==> src/hw/rtl/dph_pkg.sv <==
// Shared types, constants and the residue letter lookup for the dipeptide pair histogram.
package dph_pkg;

    localparam int ALPHABET_SIZE_DEF = 20;
    localparam int COUNT_BITS_DEF    = 16;

    localparam int TABLE_LETTERS = 20;
    localparam int CODE_W        = 5;   // holds any code for an alphabet of up to 32
    localparam int INDEX_W       = 9;
    localparam int RESIDUE_W     = 8;
    localparam int OUT_BITS      = 16;

    localparam int S_TDATA_W = 24;
    localparam int S_TUSER_W = 2;
    localparam int M_TDATA_W = 32;

    // tuser bit positions on the input side
    localparam int TUSER_OPCODE = 0;
    localparam int TUSER_FIRST  = 1;

    localparam logic OP_RESIDUE = 1'b0;
    localparam logic OP_READ    = 1'b1;

    localparam int FIFO_DEPTH = 4;
    localparam int FIFO_PTR_W = $clog2(FIFO_DEPTH);
    localparam int FIFO_CNT_W = $clog2(FIFO_DEPTH + 1);

    // reciprocal multiply for pair_index / ALPHABET_SIZE
    localparam int RECIP_SHIFT = 20;
    localparam int RECIP_W     = 21;

    localparam logic [TABLE_LETTERS-1:0][RESIDUE_W-1:0] LETTERS = {
        8'h56, 8'h59, 8'h57, 8'h54, 8'h53, 8'h50, 8'h46, 8'h4D, 8'h4B, 8'h4C,
        8'h49, 8'h48, 8'h47, 8'h45, 8'h51, 8'h43, 8'h44, 8'h4E, 8'h52, 8'h41
    };  // index 0 = 'A' ... index 19 = 'V'

    typedef struct packed {
        logic              ok;
        logic [CODE_W-1:0] code;
    } code_t;

    typedef struct packed {
        logic                valid;
        logic                is_read;
        logic                inc;
        logic                clear;
        logic                in_range;
        logic [CODE_W-1:0]   row;
        logic [CODE_W-1:0]   col;
        logic [OUT_BITS-1:0] total;
    } req_t;

    typedef struct packed {
        logic [OUT_BITS-1:0] pairs_counted;
        logic [OUT_BITS-1:0] pair_count;
    } result_t;

    function automatic code_t letter_code(input logic [RESIDUE_W-1:0] ch, input int alphabet);
        code_t res;
        res = '0;
        for (int k = 0; k < TABLE_LETTERS; k++) begin
            if (k < alphabet && !res.ok && ch == LETTERS[k]) begin
                res.ok   = 1'b1;
                res.code = CODE_W'(k);
            end
        end
        return res;
    endfunction

endpackage

==> src/hw/rtl/dph_fifo.sv <==
// Result queue between the histogram pipeline and the output channel.
module dph_fifo (
    input  logic                              aclk,
    input  logic                              aresetn,
    input  logic                              push,
    input  dph_pkg::result_t                  push_data,
    output logic [dph_pkg::FIFO_CNT_W-1:0]    count,
    output logic                              m_tvalid,
    input  logic                              m_tready,
    output logic [dph_pkg::M_TDATA_W-1:0]     m_tdata
);
    dph_pkg::result_t                   buf_q [dph_pkg::FIFO_DEPTH];
    logic [dph_pkg::FIFO_PTR_W-1:0]     wr_ptr_reg, wr_ptr_next;
    logic [dph_pkg::FIFO_PTR_W-1:0]     rd_ptr_reg, rd_ptr_next;
    logic [dph_pkg::FIFO_CNT_W-1:0]     count_reg, count_next;
    logic                               pop;

    assign m_tvalid = count_reg != '0;
    assign pop      = m_tvalid && m_tready;
    assign m_tdata  = buf_q[rd_ptr_reg];
    assign count    = count_reg;

    always_comb begin
        wr_ptr_next = push ? wr_ptr_reg + 1'b1 : wr_ptr_reg;
        rd_ptr_next = pop ? rd_ptr_reg + 1'b1 : rd_ptr_reg;
        count_next  = count_reg;
        if (push && !pop) begin
            count_next = count_reg + 1'b1;
        end else if (pop && !push) begin
            count_next = count_reg - 1'b1;
        end
    end

    always_ff @(posedge aclk) begin
        if (!aresetn) begin
            wr_ptr_reg <= '0;
            rd_ptr_reg <= '0;
            count_reg  <= '0;
        end else begin
            wr_ptr_reg <= wr_ptr_next;
            rd_ptr_reg <= rd_ptr_next;
            count_reg  <= count_next;
        end
    end

    always_ff @(posedge aclk) begin
        if (push) begin
            buf_q[wr_ptr_reg] <= push_data;
        end
    end

    a_no_overflow: assert property (@(posedge aclk) disable iff (!aresetn)
        push && !pop |-> int'(count_reg) < dph_pkg::FIFO_DEPTH)
        else $error("result queue overflow");

endmodule

==> config.mk <==
export PLATFORM = sky130hd
export DESIGN_NAME = dph_fifo
export DESIGN_NICKNAME = d
export VERILOG_FILES = /design/src/hw/rtl/dph_pkg.sv /design/src/hw/rtl/dph_fifo.sv
export SDC_FILE = /design/constraint.sdc
export NUM_CORES = 1
export LEC_CHECK = 0
export BUFFER_PORTS_ARGS = -buffer_cell sky130_fd_sc_hd__buf_2
export CORE_MARGIN = 1.5
export CORE_UTILIZATION = 56
export CTS_CLUSTER_DIAMETER = 200
export DETAILED_ROUTE_END_ITERATION = 8
export PLACE_DENSITY = 0.78
export SLEW_MARGIN = 20
export SYNTH_ARGS = -nofsm -noshare
export SYNTH_HDL_FRONTEND = slang
export SYNTH_SLANG_ARGS = --single-unit
export TNS_END_PERCENT = 30
==> constraint.sdc <==
create_clock -name aclk -period 2.3 [get_ports aclk]
set_clock_uncertainty 0.2 [all_clocks]
set_input_delay 0.345 -clock aclk [delete_from_list [all_inputs] [get_ports aclk]]
set_output_delay 0.345 -clock aclk [all_outputs]
set_load 0.03 [all_outputs]
# --- Word-level counts from Yosys, hierarchy flattened ---
# Memories as Yosys holds them, arrays and structs flattened. A register that Yosys moved wholly into a read port is not among the register bits.
# Index checks and enable logic that the tools add are counted.
op_classes:
  n_mux: 6
  n_reduce_logical: 7
  addsub: 4
ops:
  columns: ["operator", "n"]
  rows:
  - ["2-to-1 mux 3 bit", 2]
  - ["adder 2 x 1 -> 2 bit (second input constant)", 2]
  - ["2-to-1 mux 2 bit", 2]
  - ["adder 3 x 1 -> 3 bit (second input constant)", 1]
  - ["logical AND 1 bit", 3]
  - ["nonzero test 3 bit", 1]
  - ["subtractor 3 x 1 -> 3 bit (second input constant)", 1]
  - ["zero test 1 bit", 2]
  - ["2-to-1 mux 1 bit", 2]
  - ["nonzero test 2 bit", 1]
word_totals:
  wordCells: 21
  in_bits: 36
  ram_bits: 128
  reg_bits: 7
  memories: 1
  out_inout_bits: 36
memory_table:
  columns: ["name", "depth", "word_bits", "read_ports", "rd_clocked_by_memory_dff", "wr", "line_no", "rtl"]
  rows:
  - ["buf_q", 4, 32, 1, 1, 1, "dph_fifo.sv:12", "dph_pkg::result_t buf_q [dph_pkg::FIFO_DEPTH];"]

# --- Longest topological paths before layout ---
logic_depth:
  depth_word: 5
  ltp_mapped: 7
  ltp_nobuf: 7

# --- Least setup slack after synthesis ---
# Ideal clock, no wire load.
synth_path:
  kind: "reg-to-reg"
  from: "register count_reg (netlist bit count[1])"
  to: "register count_reg (netlist bit count[2])"
  synth_period_minus_slack_ps: 2269
  t_arrival_ps: 1993
  path_stages_with_launch: 8
  required_time_ps: 2024
  path_buffers: 0
  setup_slack_ps: 31
  setup_time_ps: 76
  cell_sequence: "dfxtp_1 -> o31ai_4 -> ha_1 -> inv_1 -> fa_1 -> xor2_1 -> or3_1 -> a21boi_0"
synth_via:
  elab_chain_cells: 5
  word_cells_on_any_way: 10
  cone_classes: "2 x add/sub; 2 x mux; 6 x reduce/logical"
synth_lines:
  columns: ["item", "line_no", "rtl"]
  rows:
  - ["start, declared", "dph_fifo.sv:15", "logic [dph_pkg::FIFO_CNT_W-1:0] count_reg, count_next;"]
  - ["start signal, assigned", "dph_fifo.sv:42", "count_reg <= count_next;"]
  - ["branches (longest 5 deep; another with subtractor 3 x 1 -> 3 bit)", null, null]
# Several ways; the timed one is not identified. The select of a mux whose other input is x is not followed.
# A chain may end at the register's enable or synchronous reset.

==> results.md <==
- Hold depth: 3
- Flop2flop setup slack: 0.05 ns
- Vias per inst: 5.49
- Drt initial violations: 103
- # DRC: 5
- Clock Path Buffers: 2
- Sequential area share after synthesis: 78.5%
- Layout Cells excl Fill: 457
- ANT cells: 0
- HP Class: in2reg
- Critical path class: reg2out
- TritonCTS clock tree: built
- CTS Sinks: 137
- Worst Setup EP: m_tdata[19]
- Worst path arrival time: 1.83 ns
- Vias in the first global route: 2738
- P&R area growth vs syn: 34.6%
- FF-to-FF End: count[2]
- # rows: 34
- Starting density of the core: 58.2%
- P_leak: 2.44 nW
- Largest net degree at the start of global routing: 33
- CTS H-tree lvls: 4
- Crit end category: output pin
- Initial antenna violation count: 0
- Netlist cell types: 20
- Hold Vio Cnt, Final: 0
- Most frequent cells in the layout: 128 x edfxtp_1, 39 x buf_2, 33 x dlygate4sd3_1, 31 x mux4_2, 31 x buf_6
- R2R depth: 7
- PwrDens: 1190 nW/um2
- Status: finished with violations
- HP Start: push
- Pre-antenna DRT Iters: 8
- Clock period minus final worst setup slack: 2.38 ns
- Final WL: 8.99 mm
- Die ar.: 9740 um2
- Largest register FFs: 128
- Worst slack, placed: 0.0533 ns
- Clock latency on the worst-skew pair: 0.51 ns
- Core area: 8810 um2
- Post-DP HPWL: 4.88 mm
- Peak Freq: 421 MHz
- Startpoint types: flop
- Dpl cell area: 5650 um2
- Mean Syn Cell Area: 24.5 um2
- Failing checks: DRC, setup timing
- Top Ports: 72
- Die height: 98.7 um
- RSZ-0062 raised after global routing: true
- Grt ovf: 0
- Worst EP required: 1.75 ns
- Placer Congestion: 0.753
- Share of cells above drive strength 1: 44.1%
- Mapped Cells: 209
- Chip Width: 98.7 um
- Nets: 380
- Cells after DPL: 389
- Port bufs: 71
- Vias: 2507
- Yosys warnings: 0
- Post-Synthesis Cell Area: 5130 um2
- Final instance area: 6900 um2
- CP Max Fanout: 5
- Final WS setup: -0.0778 ns
- CTS root buf: clkbuf_8
- Number of max-cap violations: 0
- Worst-Margin Slew: 0.909 ns
- Max_slew headroom: 39.4%
- Total CTS buffers: 17
- Wire per inst: 19.7 um
- Final Slew Violations: 0
- Wire length of the first global-routing pass: 14.1 mm
- Crit share post-route: 103%
- Commonest non-fill, non-tap cell in the layout: edfxtp_1
- Gr usage total: 20.2%
- Seq cells post-synth: 137
- Antenna viol nets, final: 0
- Crit Reg-Reg Startpoint: count[1]
- VDD IR-drop max: 0.689 mV
- Hold slack: 0.0152 ns
- # setup viols final: 27
- CTS clock-pin slew for the worst setup and hold paths: 0.06 ns
- Syn Nets: 251
per-stage QoR:
stage	utilization [%]	setup TNS, ns	total power [mW]
5_1_grt	78.4	-2.90	8.46
3_5_place_dp	64.2	0	4.85
6_report	78.4	-1.12	8.20
2_1_floorplan	-	0	4.45
3_3_place_gp	64.2	0	4.83
4_1_cts	78.4	-1.90	8.25
what timing repair did:
action | in CTS | in global routing
buffers inserted | 4 | 0
hold buffers | 33 | 0
endpoints found under the setup margin | 33 | 33
cloned | 1 | 0
pin swaps | 0 | 1
resized for setup | 71 | 0
endpoints found under the hold margin | 137 | 0
cell usage after synthesis, drive strengths merged:
cell    count  share of area (%)
or3         2               0.24
fa          1               0.39
and2        9                1.1
mux4       32                 14
ha          5                1.2
o311ai      1               0.32
buf         7                1.7
edfxtp    128                 75
xor2        2               0.34
nor2b       2               0.24
a21boi      1               0.15
o31ai       1               0.41
mux2i       2               0.39
xnor2       3               0.51
o21ai       1              0.098
inv         3               0.22
dfxtp       9                3.5
final cells by class:
class	instances	area [um2]
well taps	108	135
fillers	466	1900
clock buffers	17	414
repair buffers	117	1100
multi-input cells	62	1010
inverters	3	11.3
flip-flops and latches	137	4030
clock inverters	13	204
kinds of logic (layout without fill, tap and decap cells):
logic type	after synthesis	in the layout	share of synthesized area, %
fa+ha+maj	6	6	1.61
flops	137	137	78.5
buf+inv	10	150	1.90
simple gates	13	13	1.59
compound gates	4	4	0.976
mux	34	34	14.6
xor+xnor	5	5	0.854
report_power, final:
part	switching (mW)	leakage, nW	internal, mW	total, mW
combinational	1.18	0.886	1.23	2.41
sequential	0.0852	1.25	2.89	2.98
clock	0.963	0.303	1.85	2.81
how the worst min path moves through the flow:
| stage | endpoint | slack [ns] |
|---|---|---|
| finish | wr_ptr_reg[1] | 0.02 |
| CTS | wr_ptr_reg[1] | 0.002 |
| global route | wr_ptr_reg[1] | 0.05 |
| detailed placement | wr_ptr_reg[1] | 0.36 |
| global placement | wr_ptr_reg[1] | 0.35 |
| floorplan | buf_q[0][0] | 0.24 |
worst max-delay path: stages (launching register included):
cell and delay [ns]:
dfxtp_4 0.40, buf_12 0.14, buf_12 0.11, mux4_2 0.51, buf_6 0.16
routing by layer:
layer  track usage [%]  routed length (um)
met5                 0                   0
met4              9.23                 159
met3              5.74                 370
met2              34.3                4880
met1              24.3                3580
Note: power is estimated with default switching activity, not from simulation.
