File: src/hw/rtl/dph_pkg.sv
// Shared types, constants and the residue letter lookup for the dipeptide pair histogram.
package dph_pkg;

    localparam int ALPHABET_SIZE_DEF = 20;
    localparam int COUNT_BITS_DEF    = 16;

    localparam int TABLE_LETTERS = 20;
    localparam int CODE_W        = 5;   // holds any code for an alphabet of up to 32
    localparam int INDEX_W       = 9;
    localparam int RESIDUE_W     = 8;
    localparam int OUT_BITS      = 16;

    localparam int S_TDATA_W = 24;
    localparam int S_TUSER_W = 2;
    localparam int M_TDATA_W = 32;

    // tuser bit positions on the input side
    localparam int TUSER_OPCODE = 0;
    localparam int TUSER_FIRST  = 1;

    localparam logic OP_RESIDUE = 1'b0;
    localparam logic OP_READ    = 1'b1;

    localparam int FIFO_DEPTH = 4;
    localparam int FIFO_PTR_W = $clog2(FIFO_DEPTH);
    localparam int FIFO_CNT_W = $clog2(FIFO_DEPTH + 1);

    // reciprocal multiply for pair_index / ALPHABET_SIZE
    localparam int RECIP_SHIFT = 20;
    localparam int RECIP_W     = 21;

    localparam logic [TABLE_LETTERS-1:0][RESIDUE_W-1:0] LETTERS = {
        8'h56, 8'h59, 8'h57, 8'h54, 8'h53, 8'h50, 8'h46, 8'h4D, 8'h4B, 8'h4C,
        8'h49, 8'h48, 8'h47, 8'h45, 8'h51, 8'h43, 8'h44, 8'h4E, 8'h52, 8'h41
    };  // index 0 = 'A' ... index 19 = 'V'

    typedef struct packed {
        logic              ok;
        logic [CODE_W-1:0] code;
    } code_t;

    typedef struct packed {
        logic                valid;
        logic                is_read;
        logic                inc;
        logic                clear;
        logic                in_range;
        logic [CODE_W-1:0]   row;
        logic [CODE_W-1:0]   col;
        logic [OUT_BITS-1:0] total;
    } req_t;

    typedef struct packed {
        logic [OUT_BITS-1:0] pairs_counted;
        logic [OUT_BITS-1:0] pair_count;
    } result_t;

    function automatic code_t letter_code(input logic [RESIDUE_W-1:0] ch, input int alphabet);
        code_t res;
        res = '0;
        for (int k = 0; k < TABLE_LETTERS; k++) begin
            if (k < alphabet && !res.ok && ch == LETTERS[k]) begin
                res.ok   = 1'b1;
                res.code = CODE_W'(k);
            end
        end
        return res;
    endfunction

endpackage

File: src/hw/rtl/dph_stage1.sv
// Input register, residue chain state, pair total and histogram addressing.
module dph_stage1 #(
    parameter int ALPHABET_SIZE = dph_pkg::ALPHABET_SIZE_DEF,
    parameter int COUNT_BITS    = dph_pkg::COUNT_BITS_DEF
) (
    input  logic                              aclk,
    input  logic                              aresetn,
    input  logic                              accept,
    input  logic [dph_pkg::S_TDATA_W-1:0]     s_tdata,
    input  logic [dph_pkg::S_TUSER_W-1:0]     s_tuser,
    output dph_pkg::req_t                     req
);
    localparam int ROW_W     = (ALPHABET_SIZE > 1) ? $clog2(ALPHABET_SIZE) : 1;
    localparam int BIN_COUNT = ALPHABET_SIZE * ALPHABET_SIZE;
    localparam logic [dph_pkg::RECIP_W-1:0] RECIP =
        dph_pkg::RECIP_W'((2 ** dph_pkg::RECIP_SHIFT + ALPHABET_SIZE - 1) / ALPHABET_SIZE);
    localparam int PROD_W = dph_pkg::INDEX_W + dph_pkg::RECIP_W;

    logic [dph_pkg::RESIDUE_W-1:0] in_residue;
    logic [dph_pkg::INDEX_W-1:0]   in_index;
    dph_pkg::code_t                in_code;
    logic [PROD_W-1:0]             in_prod;

    logic                          s1_valid_reg;
    logic                          s1_read_reg;
    logic                          s1_first_reg;
    dph_pkg::code_t                s1_code_reg;
    logic [dph_pkg::INDEX_W-1:0]   s1_index_reg;
    logic [ROW_W-1:0]              s1_row_reg;
    logic                          s1_range_reg;

    logic [ROW_W-1:0]              prev_code_reg, prev_code_next;
    logic                          prev_valid_reg, prev_valid_next;
    logic [COUNT_BITS-1:0]         total_reg, total_next;

    logic                          is_res, clear, inc;
    logic [ROW_W-1:0]              row;
    logic [ROW_W-1:0]              col;
    logic [dph_pkg::INDEX_W-1:0]   rd_col;
    logic [dph_pkg::OUT_BITS-1:0]  total_out;

    assign in_residue = s_tdata[dph_pkg::RESIDUE_W-1:0];
    assign in_index   = s_tdata[dph_pkg::RESIDUE_W +: dph_pkg::INDEX_W];
    assign in_code    = dph_pkg::letter_code(in_residue, ALPHABET_SIZE);
    assign in_prod    = PROD_W'(in_index) * PROD_W'(RECIP);

    always_ff @(posedge aclk) begin
        if (!aresetn) begin
            s1_valid_reg <= 1'b0;
        end else begin
            s1_valid_reg <= accept;
        end
    end

    always_ff @(posedge aclk) begin
        if (accept) begin
            s1_read_reg  <= s_tuser[dph_pkg::TUSER_OPCODE];
            s1_first_reg <= s_tuser[dph_pkg::TUSER_FIRST];
            s1_code_reg  <= in_code;
            s1_index_reg <= in_index;
            s1_row_reg   <= in_prod[dph_pkg::RECIP_SHIFT +: ROW_W];
            s1_range_reg <= 32'(in_index) < BIN_COUNT;
        end
    end

    always_comb begin
        is_res = s1_valid_reg && (s1_read_reg == dph_pkg::OP_RESIDUE);
        clear  = is_res && s1_first_reg;
        // a first residue never pairs with what came before it
        inc    = is_res && s1_code_reg.ok && prev_valid_reg && !s1_first_reg;
        rd_col = s1_index_reg - dph_pkg::INDEX_W'(int'(s1_row_reg) * ALPHABET_SIZE);
        row    = inc ? prev_code_reg : (s1_range_reg ? s1_row_reg : '0);
        col    = inc ? s1_code_reg.code[ROW_W-1:0] : rd_col[ROW_W-1:0];
    end

    always_comb begin
        prev_code_next  = prev_code_reg;
        prev_valid_next = prev_valid_reg;
        total_next      = total_reg;
        if (is_res) begin
            prev_valid_next = s1_code_reg.ok;
            if (s1_code_reg.ok) begin
                prev_code_next = s1_code_reg.code[ROW_W-1:0];
            end
        end
        if (clear) begin
            total_next = '0;
        end else if (inc && total_reg != '1) begin
            total_next = total_reg + 1'b1;
        end
    end

    always_ff @(posedge aclk) begin
        if (!aresetn) begin
            prev_code_reg  <= '0;
            prev_valid_reg <= 1'b0;
            total_reg      <= '0;
        end else begin
            prev_code_reg  <= prev_code_next;
            prev_valid_reg <= prev_valid_next;
            total_reg      <= total_next;
        end
    end

    generate
        if (COUNT_BITS > dph_pkg::OUT_BITS) begin : g_clamp
            assign total_out = (|total_reg[COUNT_BITS-1:dph_pkg::OUT_BITS]) ?
                               '1 : total_reg[dph_pkg::OUT_BITS-1:0];
        end else begin : g_ext
            assign total_out = dph_pkg::OUT_BITS'(total_reg);
        end
    endgenerate

    always_comb begin
        req          = '0;
        req.valid    = s1_valid_reg;
        req.is_read  = s1_valid_reg && (s1_read_reg == dph_pkg::OP_READ);
        req.inc      = inc;
        req.clear    = clear;
        req.in_range = s1_range_reg;
        req.row      = dph_pkg::CODE_W'(row);
        req.col      = dph_pkg::CODE_W'(col);
        req.total    = total_out;
    end

endmodule

File: config.mk
export PLATFORM = sky130hd
export DESIGN_NAME = dph_stage1
export DESIGN_NICKNAME = d
export VERILOG_FILES = /design/src/hw/rtl/dph_pkg.sv /design/src/hw/rtl/dph_stage1.sv
export SDC_FILE = /design/constraint.sdc
export NUM_CORES = 1
export LEC_CHECK = 0
export ABC_AREA = 1
export BUFFER_PORTS_ARGS = -buffer_cell sky130_fd_sc_hd__buf_2
export CAP_MARGIN = 5
export CORE_ASPECT_RATIO = 0.75
export CORE_MARGIN = 4
export CORE_UTILIZATION = 35
export DETAILED_ROUTE_END_ITERATION = 10
export PLACE_DENSITY = 0.61
export SYNTH_ARGS = -nofsm -noshare
export SYNTH_HDL_FRONTEND = slang
export SYNTH_SLANG_ARGS = --single-unit
File: constraint.sdc
create_clock -name aclk -period 5.2 [get_ports aclk]
set_input_delay 0.78 -clock aclk [delete_from_list [all_inputs] [get_ports aclk]]
set_output_delay 0.78 -clock aclk [all_outputs]
set_load 0.05 [all_outputs]
### Word-level counts from Yosys, hierarchy flattened

Index checks and enable logic that the tools add are counted.

* input port bits: 29
* register bits after elaboration: 42
* output and inout port bits: 31
* logic and storage cells: 113

* multiply operators: 2
* bitwise operators: 2
* muxes and demuxes: 22
* order comparisons: 1
* reductions and logical operators: 50
* add/subtract/negate cells: 2
* equality and inequality tests: 21

Operators by type and width (number)
* == test 8 x 7 -> 1 bit, second input constant: 20
* 2-to-1 mux 6 bit: 19
* logical AND 1 bit: 26
* multiplier 9 x 16 -> 25 bit, second input constant: 1
* logical NOT 1 bit: 20
* adder 16 x 1 -> 16 bit, second input constant: 1
* != test 16 bit, second input constant: 1
* 2-to-1 mux 5 bit: 3
* < comparator 9 bit, second input constant: 1
* multiplier 5 x 3 -> 3 bit, second input constant: 1
* subtractor 5 bit: 1
* OR reduction 2 bit: 2
* OR reduction 4 bit: 1
* NOT 1 bit: 2
* AND reduction 2 bit: 1

### Logic depth before layout (Yosys ltp)

* depth after elaboration: 59
* mapped depth: 17
* gate-level depth less buffers: 17

### Least setup slack after synthesis

OpenSTA, ideal clock, no wires.

* kind: in2reg
* start: in s_tdata[9] in the netlist's numbering
* end: reg s1_row_reg[4] (data pin)
* required time: 4942 ps
* stages: 15
* library setup time: 258 ps
* setup slack: 1073 ps
* arrival: 3869 ps
* buffers on the path: 0
* cells stage by stage: inv_1 > ha_1 > inv_1 > fa_1 > inv_1 > fa_1 > inv_1 > fa_1 > ha_1 > nand2_1 > nor4_1 > nand4_1 > nand3_1 > a21oi_1 > xnor2_1

* longest elaborated chain between the ends: 1

RTL lines
* start: declaration: line dph_stage1.sv:9 `input logic [dph_pkg::S_TDATA_W-1:0] s_tdata,`
* multiplier 9 x 16 -> 25 bit: line dph_stage1.sv:45 `assign in_prod = PROD_W'(in_index) * PROD_W'(RECIP);`
* named net in_prod[24]: line dph_stage1.sv:22 `logic [PROD_W-1:0] in_prod;`
* end signal: assignment: line dph_stage1.sv:61 `s1_row_reg <= in_prod[dph_pkg::RECIP_SHIFT +: ROW_W];`
* end: declaration: line dph_stage1.sv:29 `logic [ROW_W-1:0] s1_row_reg;`

The timed path passes the listed nets, and every way through them passes these cells.
A chain may end at the register's enable or synchronous reset.

### Worst setup path after layout

Ends and elaborated chain as after synthesis.

==> results.sh <==
export IMPL_run_status="finished, final reports clean"
export IMPL_area_growth_pct=13.1
export IMPL_synthMuxAreaShare_pct=0
export IMPL_critPathKind="in -> reg"
export IMPL_placed_area_mm2=0.00440
export IMPL_fillCellCount=1107
export IMPL_die_h_um=101
export IMPL_drtIter0Drc=134
export IMPL_io_pins=60
export IMPL_core_area_mm2=0.0111
export IMPL_setup_tns_ns=0
export IMPL_regToRegSetupSlack_ns=3.20
export IMPL_hp_start="prev_code_reg[1]"
export IMPL_yosysUniqueCellTypes=44
export IMPL_r2r_start="s1_read_reg"
export IMPL_first_pass_iters=4
export IMPL_antenna_found_initial=0
export IMPL_dp_hpwl_mm=7.71
export IMPL_post_cts_setup_buffers=0
export IMPL_via_per_inst=4.88
export IMPL_r2r_end="total_out[2]"
export IMPL_num_nets_final=654
export IMPL_fmax_mhz=231
export IMPL_grtUsageTotal_pct=13.9
export IMPL_yosysSeqAreaShare_pct=25.7
export IMPL_htree_levels=2
export IMPL_grt_ovfl_total=0
export IMPL_final_max_slew_viol_count=0
export IMPL_synthTopCellsByCount="inv_1, nand2_1, ha_1, nor2_1, a21oi_1"
export IMPL_rsz0062_at_grt="false"
export IMPL_worst_setup_path_end_kind="flop"
export IMPL_n_antenna_cell=0
export IMPL_timing_final_hold_violations=0
export IMPL_holdPathEnd="prev_code_reg[1]"
export IMPL_gp_congestion=0.920
export IMPL_reg2regPathDepth=5
export IMPL_synthSimpleGateAreaFrac_pct=21.0
export IMPL_die_width_um=132
export IMPL_clk_latency_ns=0.27
export IMPL_p_leak_nw=2.28
export IMPL_synth_area_top_cells="ha_1, edfxtp_1, fa_1"
export IMPL_crit_fanout=4
export IMPL_core_rowCount=33
export IMPL_synth_seq_cells=42
export IMPL_cp_data_arrival_time_ns=4.35
export IMPL_holdCritPathClass="reg -> reg"
export IMPL_worstMarginPinSlew_ns=0.782
export IMPL_syn_nets=603
export IMPL_synth_compound_area_share_pct=11.0
export IMPL_drc_errors=0
export IMPL_cts_made_buffers=5
export IMPL_cp_start_kind="input pin"
export IMPL_synth_async_sr_flop_share_pct=0
export IMPL_cts_sinks=42
export IMPL_holdPathStages=2
export IMPL_fin_crit_sh_pct=83.2
export IMPL_postRouteAntennaNets=0
export IMPL_synth_top_family_by_area="adder cells"
export IMPL_yosys_area_top_type="ha_1"
export IMPL_clock_skew_ns=0.00418
export IMPL_vdd_drop_max_mv=0.184
export IMPL_drive_above_1_share_pct=15.3
export IMPL_synthCells=496
export IMPL_grt_pass1_vias=3349
export IMPL_drt_wl_total_mm=8.93
export IMPL_clock_path_buffers=2
export IMPL_synth_ff_type="dfxtp_1"
export IMPL_synthAdderAreaFrac_pct=28.8
export IMPL_grt_max_degree=21
export IMPL_cp_required_ns=5.22
export IMPL_start_util_pct=36.2
export IMPL_setup_violations=0
export IMPL_synth_edf_count=19
export IMPL_synth_most_common_cell="inv_1"
export IMPL_grt_pass1_wl_mm=15.5
export IMPL_vias=3355
export IMPL_clkSlewWorstSetupHoldPaths_ns=0.06
export IMPL_cts_tree="yes"
export IMPL_avgSynthCellArea_um2=8.08
export IMPL_yosysWarnings=0
export IMPL_drv_cap=0
export IMPL_fin_crit_ns=4.33
export IMPL_slew_headroom_pct=47.3
export IMPL_post_cts_resized=0
export IMPL_largest_reg_flops=16
export IMPL_dieArea_mm2=0.0132
export IMPL_clock_root_buffer="clkbuf_16"
export IMPL_final_area_mm2=0.00453
export IMPL_cts_hold_buf=0
export IMPL_yosys_area_top_type_share_pct=16.9
export IMPL_wl_per_cell_um=13.0
export IMPL_power_density_mw_per_mm2=332
export IMPL_portBuffers=52
export IMPL_synth_area_mm2=0.00401
export IMPL_synth_xor_area_share_pct=2.40
export IMPL_whs_ns=0.449
[layer usage]
metal / vias to the layer above / wire [um] / share of wire, % / global-route usage (%)
met4: 0 / 76 / 0.85 / 2.58
li1: 1713 / - / - / -
met5: - / 0 / 0 / 0
met1: 1574 / 4660 / 52 / 20.3
met2: 61 / 3840 / 43 / 22.2
met3: 7 / 351 / 3.9 / 2.00
[stage by stage]
step / setup WS [ns] / total power [W] / instances / utilization (%)
3_5_place_dp: 0.595 / 0.00122 / 680 / 39.7
6_report: 0.872 / 0.00150 / 688 / 41.0
2_1_floorplan: 1.07 / 0.00102 / 496 / -
3_3_place_gp: 0.641 / 0.00120 / 680 / 39.7
4_1_cts: 0.883 / 0.00152 / 688 / 41.0
5_1_grt: 0.594 / 0.00164 / 688 / 41.0
[area by class of cell]
class | instances | area (um2) | area share, %
inverters | 106 | 398 | 8.77
clock inverters | 2 | 8.76 | 0.193
repair buffers | 52 | 260 | 5.74
multi-input cells | 340 | 2530 | 55.8
clock buffers | 6 | 129 | 2.84
flip-flops and latches | 42 | 1030 | 22.7
well taps | 140 | 175 | 3.86
[power breakdown]
part           internal (W)  leakage (nW)  switching [W]  total [W]
logic              0.000283          1.84       0.000535   0.000817
registers          0.000381         0.370      0.0000176   0.000399
clock network      0.000175        0.0683       0.000112   0.000287
total              0.000839          2.28       0.000664    0.00150
[critical path, cell delays in order]
cell	delay, ns
buf_2	0.11
inv_1	0.05
ha_1	0.26
inv_1	0.06
fa_1	0.60
inv_1	0.08
fa_1	0.48
inv_1	0.05
fa_1	0.52
ha_1	0.35
nand2_1	0.10
nor4_1	0.38
nand4_1	0.14
nand3_1	0.16
a21oi_1	0.10
xnor2_1	0.13
[cells in the final DEF, fill, tap and decap left out, types with 2 or more instances in the layout]
cell / synthesis / layout
edfxtp_1: 19 / 19
nand3_1: 16 / 16
buf_2: 1 / 52
a21oi_1: 36 / 36
and3_1: 2 / 2
nor3_1: 10 / 10
nor4_2: 2 / 2
inv_2: 4 / 4
xor2_1: 7 / 7
o21ai_0: 32 / 32
fa_1: 24 / 24
nor2_2: 4 / 4
nand3_2: 3 / 3
inv_1: 102 / 102
dfxtp_1: 23 / 23
nor4_1: 3 / 3
nand2_2: 5 / 5
nand4_1: 11 / 11
ha_1: 54 / 54
nand2_1: 67 / 67
o21ai_1: 3 / 3
clkbuf_16: 0 / 5
nor2_1: 39 / 39
xnor2_1: 4 / 4
[how the worst max path moves through the flow]
stage	startpoint	to	slack [ns]	depth (start not counted)
CTS	s_tdata[9]	s1_row_reg[4]	0.88	16
finish	s_tdata[9]	s1_row_reg[4]	0.87	16
floorplan	s_tdata[9]	s1_row_reg[4]	1.07	15
global placement	s_tdata[15]	s1_row_reg[2]	0.64	15
global route	s_tdata[9]	s1_row_reg[4]	0.59	16
detailed placement	s_tdata[15]	s1_row_reg[2]	0.59	15
[cells by family after synthesis]
family          count (synthesis)
simple gates                  170
flops                          42
buf+inv                       114
xor+xnor                       11
fa+ha+maj                      78
compound gates                 81
(Power assumes the default switching activity.)
